### src/sv/rgbpfc_pkg.sv
package rgbpfc_pkg;

    // pixel geometry
    localparam int PIX_BYTES = 4;
    localparam int BYTE_W    = 8;
    localparam int PIX_W     = PIX_BYTES * BYTE_W;
    localparam int POS_W     = $clog2(PIX_BYTES);
    localparam int CNT_W     = $clog2(PIX_BYTES + 1);
    localparam int COMP_N    = 3;

    // format word layout
    localparam int FMT_W     = 29;
    localparam int LOSS_W    = 4;
    localparam int SHIFT_W   = 5;
    localparam int LOSS_LSB  = 2;
    localparam int SHIFT_LSB = 14;
    localparam int NO_BITS   = 8;

    // configuration register indexes
    localparam int CFG_IDX_W = 2;
    typedef enum logic [CFG_IDX_W-1:0] {
        REG_SRC_FMT = 2'd0,
        REG_TGT_FMT = 2'd1,
        REG_SRC_BE  = 2'd2,
        REG_TGT_BE  = 2'd3
    } cfg_reg_t;

    // decoded format, per component r, g, b
    typedef struct packed {
        logic                               bad;
        logic [COMP_N-1:0][LOSS_W-1:0]      loss;
        logic [COMP_N-1:0][SHIFT_W-1:0]     shift;
        logic [COMP_N-1:0][POS_W-1:0]       pos;
    } fmt_t;

endpackage

### src/sv/rgb_pixel_format_convert.sv
// channel   | port group              | contents
// ----------+-------------------------+--------------------------------------------
// input     | s_tvalid/s_tready       | s_tdata: source_pixel, s_tlast: last_in
// output    | m_tvalid/m_tready       | m_tdata: target_pixel, m_tlast: last_out,
//           |                         | m_tuser: format_error
// config    | cfg_we/cfg_index        | cfg_wdata: register value, no read-back
//
// three register stages: source byte extract, field move and mask, byte placement into the
// output register; one color per cycle unless m_tready stalls; format decode is
// combinational from the config registers; the user must change them only while idle,
// not enforced by the block; synchronous active-low reset clears the config registers
// and all stage valid bits; a stall on m_tready backs up through the stages; each stage
// loads when it is empty or the stage after it loads, so nothing is lost or repeated
module rgb_pixel_format_convert
    import rgbpfc_pkg::*;
(
    input  logic                 aclk,
    input  logic                 aresetn,
    // config write port
    input  logic                 cfg_we,
    input  logic [CFG_IDX_W-1:0] cfg_index,
    input  logic [FMT_W-1:0]     cfg_wdata,
    // input stream
    input  logic                 s_tvalid,
    output logic                 s_tready,
    input  logic [PIX_W-1:0]     s_tdata,   // [31:0] source_pixel
    input  logic                 s_tlast,
    // output stream
    output logic                 m_tvalid,
    input  logic                 m_tready,
    output logic [PIX_W-1:0]     m_tdata,   // [31:0] target_pixel
    output logic                 m_tlast,
    output logic                 m_tuser    // [0] format_error
);

    logic [FMT_W-1:0] src_fmt_reg;
    logic [FMT_W-1:0] tgt_fmt_reg;
    logic             src_be_reg;
    logic             tgt_be_reg;
    fmt_t             src_info;
    fmt_t             tgt_info;
    logic             fmt_err;

    logic             v1_reg, v2_reg, v3_reg;
    logic             load1, load2, load3;
    logic [BYTE_W-1:0] comp1_reg [COMP_N];
    logic [BYTE_W-1:0] comp1_next [COMP_N];
    logic [BYTE_W-1:0] comp2_reg [COMP_N];
    logic [BYTE_W-1:0] comp2_next [COMP_N];
    logic             last1_reg, last2_reg, last3_reg;
    logic             err1_reg, err2_reg, err3_reg;
    logic [PIX_W-1:0] pix_reg;
    logic [PIX_W-1:0] pix_next;

    logic [BYTE_W-1:0]   src_byte [COMP_N];
    logic signed [5:0]   amt      [COMP_N];
    logic signed [5:0]   neg_amt  [COMP_N];
    logic [BYTE_W-1:0]   moved    [COMP_N];
    logic [BYTE_W-1:0]   tmask    [COMP_N];

    // config registers
    always_ff @(posedge aclk) begin
        if (!aresetn) begin
            src_fmt_reg <= '0;
            tgt_fmt_reg <= '0;
            src_be_reg  <= 1'b0;
            tgt_be_reg  <= 1'b0;
        end else if (cfg_we) begin
            unique case (cfg_reg_t'(cfg_index))
                REG_SRC_FMT: src_fmt_reg <= cfg_wdata;
                REG_TGT_FMT: tgt_fmt_reg <= cfg_wdata;
                REG_SRC_BE:  src_be_reg  <= cfg_wdata[0];
                REG_TGT_BE:  tgt_be_reg  <= cfg_wdata[0];
                default: ;
            endcase
        end
    end

    // format decode
    rgbpfc_decode u_src_decode (
        .fmt_word   (src_fmt_reg),
        .big_endian (src_be_reg),
        .info       (src_info)
    );

    rgbpfc_decode u_tgt_decode (
        .fmt_word   (tgt_fmt_reg),
        .big_endian (tgt_be_reg),
        .info       (tgt_info)
    );

    assign fmt_err = src_info.bad | tgt_info.bad;

    // stage load enables
    assign load3    = !v3_reg || m_tready;
    assign load2    = !v2_reg || load3;
    assign load1    = !v1_reg || load2;
    assign s_tready = load1;

    // stage valid bits
    always_ff @(posedge aclk) begin
        if (!aresetn) begin
            v1_reg <= 1'b0;
            v2_reg <= 1'b0;
            v3_reg <= 1'b0;
        end else begin
            if (load1) v1_reg <= s_tvalid;
            if (load2) v2_reg <= v1_reg;
            if (load3) v3_reg <= v2_reg;
        end
    end

    // stage 1: pick source byte, shift field down, keep its bits
    always_comb begin
        for (int c = 0; c < COMP_N; c++) begin
            src_byte[c]   = s_tdata[BYTE_W*src_info.pos[c] +: BYTE_W];
            comp1_next[c] = (src_byte[c] >> src_info.shift[c][2:0])
                          & (8'hFF >> src_info.loss[c]);
        end
    end

    // stage 2: move by loss difference plus target bit offset, mask to target field
    always_comb begin
        for (int c = 0; c < COMP_N; c++) begin
            amt[c] = $signed({2'b00, src_info.loss[c]}) - $signed({2'b00, tgt_info.loss[c]})
                   + $signed({3'b000, tgt_info.shift[c][2:0]});
            neg_amt[c] = -amt[c];
            if (!amt[c][5]) begin
                moved[c] = comp1_reg[c] << amt[c][3:0];
            end else begin
                moved[c] = comp1_reg[c] >> neg_amt[c][3:0];
            end
            tmask[c]      = (8'hFF >> tgt_info.loss[c]) << tgt_info.shift[c][2:0];
            comp2_next[c] = moved[c] & tmask[c];
        end
    end

    // stage 3: place each field in its target byte, or zero the pixel on a format error
    always_comb begin
        pix_next = '0;
        for (int b = 0; b < PIX_BYTES; b++) begin
            for (int c = 0; c < COMP_N; c++) begin
                if (tgt_info.pos[c] == POS_W'(b)) begin
                    pix_next[BYTE_W*b +: BYTE_W] = pix_next[BYTE_W*b +: BYTE_W]
                                                 | comp2_reg[c];
                end
            end
        end
        if (err2_reg) begin
            pix_next = '0;
        end
    end

    // stage data registers
    always_ff @(posedge aclk) begin
        if (load1) begin
            comp1_reg <= comp1_next;
            last1_reg <= s_tlast;
            err1_reg  <= fmt_err;
        end
        if (load2) begin
            comp2_reg <= comp2_next;
            last2_reg <= last1_reg;
            err2_reg  <= err1_reg;
        end
        if (load3) begin
            pix_reg   <= pix_next;
            last3_reg <= last2_reg;
            err3_reg  <= err2_reg;
        end
    end

    assign m_tvalid = v3_reg;
    assign m_tdata  = pix_reg;
    assign m_tlast  = last3_reg;
    assign m_tuser  = err3_reg;

`ifndef SYNTHESIS
    // an errored color never carries pixel bits
    assert property (@(posedge aclk) disable iff (!aresetn)
        m_tvalid && m_tuser |-> m_tdata == '0)
        else $error("format error with nonzero pixel");

    // input backpressure only when every stage is full and the output is stalled
    assert property (@(posedge aclk) disable iff (!aresetn)
        !s_tready |-> v1_reg && v2_reg && v3_reg && !m_tready)
        else $error("input stalled with room in pipeline");

    // reset empties the pipeline
    assert property (@(posedge aclk)
        !aresetn |=> !m_tvalid && !v1_reg && !v2_reg)
        else $error("pipeline not empty after reset");
`endif

endmodule

### src/sv/rgbpfc_decode.sv
module rgbpfc_decode
    import rgbpfc_pkg::*;
(
    input  logic [FMT_W-1:0] fmt_word,
    input  logic             big_endian,
    output fmt_t             info
);

    logic [CNT_W-1:0]   byte_cnt;
    logic [LOSS_W-1:0]  raw_loss [COMP_N];
    logic [LOSS_W-1:0]  loss     [COMP_N];
    logic [SHIFT_W-1:0] shift    [COMP_N];
    logic [LOSS_W-1:0]  span     [COMP_N];
    logic [SHIFT_W:0]   top_bit  [COMP_N];
    logic [CNT_W-1:0]   byte_no  [COMP_N];

    // unpack fields; flag loss above eight or a field not in one pixel byte
    always_comb begin
        byte_cnt = CNT_W'(fmt_word[1:0]) + CNT_W'(1);
        if (byte_cnt > CNT_W'(PIX_BYTES)) begin
            byte_cnt = CNT_W'(PIX_BYTES);
        end
        info.bad = 1'b0;
        for (int c = 0; c < COMP_N; c++) begin
            raw_loss[c] = fmt_word[LOSS_LSB + LOSS_W*c +: LOSS_W];
            shift[c]    = fmt_word[SHIFT_LSB + SHIFT_W*c +: SHIFT_W];
            if (raw_loss[c] > LOSS_W'(NO_BITS)) begin
                loss[c]  = LOSS_W'(NO_BITS);
                info.bad = 1'b1;
            end else begin
                loss[c] = raw_loss[c];
            end
            span[c]    = (loss[c] < LOSS_W'(NO_BITS - 1)) ? LOSS_W'(NO_BITS - 1) - loss[c]
                                                           : '0;
            top_bit[c] = {1'b0, shift[c]} + (SHIFT_W+1)'(span[c]);
            byte_no[c] = CNT_W'(shift[c][SHIFT_W-1:3]);
            // field crosses a byte boundary
            if (CNT_W'(top_bit[c][SHIFT_W:3]) != byte_no[c]) begin
                info.bad = 1'b1;
            end
            // field lies beyond the pixel
            if (byte_no[c] >= byte_cnt) begin
                info.bad = 1'b1;
            end
            info.loss[c]  = loss[c];
            info.shift[c] = shift[c];
            info.pos[c]   = big_endian ? POS_W'(byte_cnt - CNT_W'(1) - byte_no[c])
                                       : POS_W'(byte_no[c]);
        end
    end

endmodule

### config.mk
export PLATFORM = sky130hd
export DESIGN_NAME = rgb_pixel_format_convert
export DESIGN_NICKNAME = d
export VERILOG_FILES = /design/src/sv/rgbpfc_pkg.sv /design/src/sv/rgb_pixel_format_convert.sv /design/src/sv/rgbpfc_decode.sv
export SDC_FILE = /design/constraint.sdc
export NUM_CORES = 1
export LEC_CHECK = 0
export ABC_CLOCK_PERIOD_IN_PS = 3630
export CORE_AREA = 5 5 149 151
export DETAILED_ROUTE_END_ITERATION = 10
export DIE_AREA = 0 0 154 156
export DONT_BUFFER_PORTS = 1
export GPL_TIMING_DRIVEN = 0
export HOLD_SLACK_MARGIN = 0.12
export PLACE_DENSITY = 0.77
export SLEW_MARGIN = 20
export SYNTH_ARGS = -nofsm -noshare
export SYNTH_HDL_FRONTEND = slang
export SYNTH_HIERARCHICAL = 1
export SYNTH_SLANG_ARGS = --single-unit
### constraint.sdc
create_clock -name aclk -period 3.63 [get_ports aclk]
set_input_delay 0.363 -clock aclk [delete_from_list [all_inputs] [get_ports aclk]]
set_output_delay 0.363 -clock aclk [all_outputs]
set_load 0.005 [all_outputs]
# Word-level counts from Yosys, hierarchy flattened
# Cells that the tools add are included.
# op_classes
n_addsub,31
order_cmp,20
shifts,21
bitwise_logic,15
reduce_logical,14
n_mux,53
n_eq_ne,18
# ops
cell,count
8-bit 2-to-1 mux,15
32-bit by 6-bit indexed part select with 8-bit output,3
8-bit OR,8
5-bit by 4-bit adder with 6-bit output,9
8-bit AND,6
4-bit 2-to-1 mux,12
8-bit by 4-bit right shift with 8-bit output (first input constant),6
4-bit > comparator (second input constant),6
4-bit by 3-bit < comparator with 1-bit output (second input constant),6
8-bit by 3-bit left shift with 8-bit output,3
8-bit by 4-bit left shift with 8-bit output,3
8-bit by 3-bit right shift with 8-bit output,3
8-bit by 4-bit right shift with 8-bit output,3
3-bit by 4-bit subtractor with 4-bit output (first input constant),6
2-bit by 3-bit >= comparator with 1-bit output,6
1-bit 2-to-1 mux,18
3-bit by 2-bit inequality test with 1-bit output,6
2-bit == test (second input constant),8
4-bit by 4-bit subtractor with 5-bit output,3
2-bit 2-to-1 mux,6
4-bit negation,3
2-bit subtractor,6
2-bit by 1-bit == test with 1-bit output (second input constant),4
2-bit zero test,4
other kinds (8),19
# word_totals
out_inout_bits,36
register_bits,149
word_cells,192

# Depth between registers and ports, before layout
# Gate-level depths: netlist (run 1).
# logic_depth
depth_word,15
depth_mapped,16
depth_no_buf,14

# Modules after synthesis
# Netlist (run 1), hierarchy kept.
# by_module_without_submodules
mod,area_per_inst_um2,instances,seq_area_each_um2,cells_each
rgb_pixel_format_convert,10269.8,1,3843.7,1129
rgbpfc_decode at u_src_decode,853.3,1,0.0,114
rgbpfc_decode at u_tgt_decode,839.6,1,0.0,107

# Worst setup path after synthesis (run 1)
# OpenSTA, ideal clock, no wires.
# synth_timing
kind,flip-flop to flip-flop
startpoint,reg src_fmt_reg[9]
endpoint,reg comp2_reg[9] (netlist name) (data pin)
path_stages_with_launch,14
required_time_ns,3.375
setup_time_ns,0.255
synth_period_minus_slack_ns,3.504
arrival_ns,3.249
path_slack_ns,0.126
n_path_buf,1
path_cell_list,dfxtp_1 > nor2b_1 > inv_1 > ha_1 > fa_1 > fa_1 > ha_1 > clkbuf_1 > mux2i_1 > o22a_1 > nor2_1 > a21oi_1 > o2bb2ai_1 > and3_1
# synth_lines
element,line_no,source
"start, declared",rgb_pixel_format_convert.sv:36,logic [FMT_W-1:0] src_fmt_reg;
"start signal, assigned",rgb_pixel_format_convert.sv:70,REG_SRC_FMT: src_fmt_reg <= cfg_wdata;
"end signal, assigned",rgb_pixel_format_convert.sv:162,comp2_reg <= comp2_next;
"end, declared",rgb_pixel_format_convert.sv:48,logic [BYTE_W-1:0] comp2_reg [COMP_N];

==> out/qor.csv, run 1 <==
metric,value,unit
hold_path_class,input pin to register,
drcViolationCount,0,
cts_tree,built,
post-route-cell-area,13400,um2
rsz0062_at_grt,yes,
drt_iter0_drc,947,
grt_start_max_net_pins,35,
clock_skew,0.009285,ns
postRouteAntennaNets,0,
synth_area_per_cell,8.873,um2
cts_buffer_depth,2,
hold-worst-slack,0.1271,ns
die_area,24020,um2
critPathArrivalTime,3.75,ns
gp_congestion,0.9268,
status,completed,
end_kind,register,
dp_hpwl,23990,um
clockRootBuffer,clkbuf_16,
preCtsSetupSlack,-0.5350,ns
synth_area,11870,um2
clock_latency,0.43,ns
instances_no_fill,1685,
io_pins,105,
drive_gt1_share,13.91,%
gr-total-overflow,0,
grt_pass1_vias,9937,
firstDrtPassIters,6,
hold_viol_final,0,
dp.cells,1618,
cts.sinks,149,
grt_antenna_before_repair,1,
vias,10370,
grt_pass1_wl,50770,um
clk_pin_slew,0.07,ns
slew_violations,0,
max-cap-violations,0,
largest_reg_flops,32,
setup_violations,0,
period_share,97.83,%
synth_warnings,6,
fin_tns_setup,0,ns
power_density,408.5,nW/um2
avgRoutedWirePerCell,18.78,um
io_buffer_count,0,
power.leakage,5.069,nW
critical_path.max_fanout,10,
htreeDepth,4,
required,3.83,ns
worstSetupPathType,register to register,
area_growth,12.82,%
synthCells,1338,
start_util,57.38,%
slew_headroom,52.64,%
chipWidth,154,um
numCtsBuffers,17,
finalWorstSetupSlack,0.07888,ns
min_period,3.551,ns
wl,31650,um
final_util,64.74,%
rows,53,
fill_cells,1688,
clock.fmax,0.2816,GHz
grtUsageTotal,25.85,%
worst_pin_slew,0.7094,ns
placed_area,12260,um2
finalPower,5.473,mW
multi_input_area,7550,um2
start_kind,register,
peakVddDrop,0.2554,mV
die_h,156,um
routed_via_density,6.152,
seq_area,3852,um2
core_area,20690,um2
nets,1535,
final timing paths:
kind	from	slack, ns	to	cells past startpoint
worst max register to register	src_fmt_reg[6]	0.08	comp2_reg[12]	12
worst min register to register	last1_reg	0.42	last2_reg	0
worst min-delay path	cfg_wdata[0]	0.13	src_be_reg	2
worst max-delay path	src_fmt_reg[6]	0.08	comp2_reg[12]	12
layout by cell type (no fill, tap or decap), types with 22 or more instances in the layout:
cell / instances
nand2_1: 247
edfxtp_1: 86
a21oi_1: 82
nor2_1: 74
ha_1: 61
a21boi_0: 59
clkbuf_1: 58
dfxtp_1: 56
o21ai_0: 51
inv_1: 50
mux2i_1: 41
mux4_2: 41
a22oi_1: 33
dlygate4sd3_1: 31
nand3_1: 29
nor2b_1: 26
buf_4: 24
mux2_2: 22
power by group:
| part | switching, mW | internal (mW) |
|---|---|---|
| clock | 0.755 | 1.03 |
| sequential | 0.209 | 1.98 |
| combinational | 0.803 | 0.702 |
worst max-delay path: stages (launching register included):
cell and delay [ns]:
dfxtp_2 0.38, nor2b_4 0.16, inv_1 0.05, ha_1 0.22, fa_1 0.52, fa_2 0.61
clkbuf_4 0.22, nor2b_1 0.19, nand3_1 0.10, a211oi_1 0.22, a31o_2 0.20, nand2_1 0.06
o32ai_1 0.40
final cells by class:
class	instances	area share [%]
clock buffer	17	3.176
clock inverter	15	1.252
antenna	1	0.01868
inverter	54	1.513
tap	275	2.569
sequential	149	28.76
multi-input combinational	1037	56.36
timing repair buffer	37	2.746
buffer	100	3.605
metal layers:
metal	track usage, %	wire [um]
met4	9.041	1063
met3	4.716	2321
met5	0	0
met2	44.18	15140
met1	33.11	13130
what timing repair did:
action | CTS | global route
endpoints found under the hold margin | 60 | 0
resized for setup | 23 | 37
setup buffers | 0 | 5
pin swaps | 0 | 6
hold buffers | 31 | 0
setup endpoints to repair | 21 | 33
(Power assumes the default switching activity.)
==> run 2, diff against run 1 <==
--- a/config.mk
+++ b/config.mk
@@ -13,6 +13,7 @@
 export GPL_TIMING_DRIVEN = 0
 export HOLD_SLACK_MARGIN = 0.12
 export PLACE_DENSITY = 0.77
+export REMOVE_ABC_BUFFERS = 1
 export SLEW_MARGIN = 20
 export SYNTH_ARGS = -nofsm -noshare
 export SYNTH_HDL_FRONTEND = slang
==> out/qor.csv, run 2 (synthesis results as in run 1) <==
metric,value,unit,change
r2r-end,comp2_reg[6],,was comp2_reg[12]
grt_pass1_wl,48780,um,was 50770 um
grtUsageTotal,24.72,%,was 25.85%
drcViolationCount,0,,unchanged
reg2regPathDepth,12,,unchanged
diodes,0,,was 1
final_cell_mix,"nand2_1, edfxtp_1, a21oi_1",,unchanged
wl_met3,2182,um,was 2321 um
worstSetupPathType,register to register,,unchanged
clockRootBuffer,clkbuf_16,,unchanged
die_area,24020,um2,unchanged
power.leakage,4.882,nW,was 5.069 nW
slew_violations,0,,unchanged
fill_cells,1684,,was 1688
vias,9828,,was 10370
end_kind,register,,unchanged
peakVddDrop,0.3294,mV,was 0.2554 mV
grt_antenna_before_repair,0,,was 1
status,completed,,unchanged
start_kind,register,,unchanged
cp_top_family,adder cells,,unchanged
period_share,96.10,%,was 97.83%
hold_path_class,input pin to register,,unchanged
nets,1449,,was 1535
crit_path_top_delay_cell,fa_1,,was fa_2
clock.fmax,0.2867,GHz,was 0.2816 GHz
crit_path_cell_trace,nor2b_4 -> inv_1 -> ha_1 -> fa_1 -> fa_2 -> ha_4 -> or2_2 -> a311oi_2 -> nand4_1 -> buf_4 -> a2bb2oi_1 -> nor2_1,,was nor2b_4 -> inv_1 -> ha_1 -> fa_1 -> fa_2 -> clkbuf_4 -> nor2b_1 -> nand3_1 -> a211oi_1 -> a31o_2 -> nand2_1 -> o32ai_1
chipWidth,154,um,unchanged
clk_pin_slew,0.07,ns,about the same
critPathArrivalTime,3.73,ns,was 3.75 ns
die_h,156,um,unchanged
whs_path_depth,3,,was 2
setup_violations,0,,unchanged
rsz0062_at_grt,yes,,unchanged
area_growth,10.44,%,was 12.82%
routed_via_density,6.150,,was 6.152
largest_reg_flops,32,,unchanged
slowest_delay,0.52,ns,was 0.61 ns
instances_no_fill,1598,,was 1685
required,3.87,ns,was 3.83 ns
grt_pass1_vias,9534,,was 9937
wl_met2,13610,um,was 15140 um
numCtsBuffers,17,,unchanged
firstDrtPassIters,8,,was 6
cts.sinks,149,,unchanged
min_to,src_be_reg,,unchanged
rrSetupSlack,0.14,ns,was 0.08 ns
io_pins,105,,unchanged
rows,53,,unchanged
gr-total-overflow,0,,unchanged
power_density,406.9,nW/um2,was 408.5 nW/um2
min_period,3.488,ns,was 3.551 ns
r2r_start,src_fmt_reg[13],,was src_fmt_reg[6]
dp_hpwl,21950,um,was 23990 um
final_util,63.38,%,was 64.74%
worst_pin_slew,1.058,ns,was 0.7094 ns
clock_latency,0.42,ns,was 0.43 ns
drt_iter0_drc,819,,was 947
slew_headroom,29.47,%,was 52.64%
crit_buf_inv,2,,unchanged
layout_commonest_cell,nand2_1,,unchanged
hold_start,cfg_index[0],,was cfg_wdata[0]
cts_tree,built,,unchanged
dp.cells,1518,,was 1618
avgRoutedWirePerCell,18.65,um,was 18.78 um
startpoint,src_fmt_reg[13],,was src_fmt_reg[6]
gp_congestion,0.9301,,was 0.9268
max-cap-violations,0,,unchanged
io_buffer_count,0,,unchanged
core_area,20690,um2,unchanged
cts_buffer_depth,2,,unchanged
drive_gt1_share,13.98,%,was 13.91%
grt_start_max_net_pins,64,,was 35
critical_path.max_fanout,14,,was 10
htreeDepth,4,,unchanged
clock_skew,0.01272,ns,was 0.009285 ns
routed.top_layer,met4,,unchanged
hold_viol_final,0,,unchanged
postRouteAntennaNets,0,,unchanged
wl,29810,um,was 31650 um
start_util,57.38,%,unchanged
met1_length,13130,um,about the same
-- run 2: cell count changes in the layout (fill, tap and decap cells not counted), sizes merged --
| cell | change |
|---|---|
| clkbuf | -64 |
| bufinv | -1 |
| diode | -1 |
| buf | -20 |
| clkinvlp | +1 |
| clkinv | -3 |
| inv | +1 |
-- run 2: per-layer routing --
| layer | vias to the layer above | GRT usage (%) |
|---|---|---|
| li1 | 4774 | - |
| met5 | - | 0 |
| met4 | 0 | 8.831 |
| met3 | 55 | 5.409 |
| met2 | 413 | 39.87 |
| met1 | 4586 | 33.03 |
-- run 2: worst reg2reg max path, stage by stage (launching register included) --
cell,delay [ns]
dfxtp_4,0.41
nor2b_4,0.16
inv_1,0.07
ha_1,0.23
fa_1,0.53
fa_2,0.50
ha_4,0.21
or2_2,0.31
a311oi_2,0.24
nand4_1,0.16
buf_4,0.18
a2bb2oi_1,0.12
nor2_1,0.19
-- run 2: what timing repair did --
action,4_1_cts,5_1_grt
buffers inserted,3,13
pin swaps,3,7
hold buffers,32,0
gates cloned,0,0
gates resized for setup,38,20
endpoints found under the hold margin,64,0
setup endpoints to repair,31,28
-- run 2: through the flow --
stage	hold WS (ns)	power [mW]	TNS [ns]	setup slack (ns)	instance area, um2
6_report	0.2093	5.335	0	0.1416	13110
5_1_grt	0.2230	5.609	-0.1350	-0.06610	13110
3_3_place_gp	0.4034	3.496	-14.41	-0.7990	11770
3_5_place_dp	0.4063	3.533	-11.73	-0.8460	11840
2_1_floorplan	0.4003	3.199	-0.03901	-0.03901	11420
4_1_cts	0.1940	5.264	0	0.006487	12900
-- run 2: final cells by class --
type / count / area (um2) / area share, %
Clock buffer: 19 / 432.9 / 3.302
Clock inverter: 13 / 120.1 / 0.9160
Inverter: 54 / 202.7 / 1.546
Multi-Input combinational cell: 1037 / 7656 / 58.39
Sequential cell: 149 / 3860 / 29.44
Tap cell: 275 / 344.1 / 2.624
Timing Repair Buffer: 51 / 496.7 / 3.788
-- run 2: power breakdown --
part,internal [mW],switching (mW)
Combinational,0.703,0.770
Sequential,1.97,0.231
Clock,0.951,0.706
Total,3.63,1.71
-- run 2: worst max path at each step --
stage | to | slack, ns | cells past startpoint
global route | comp2_reg[11] | -0.07 | 12
floorplan | comp2_reg[11] | -0.04 | 10
global placement | comp2_reg[0] | -0.80 | 10
CTS | comp1_reg[1] | 0.006 | 10
detailed placement | comp2_reg[0] | -0.85 | 11
finish | comp2_reg[6] | 0.14 | 12
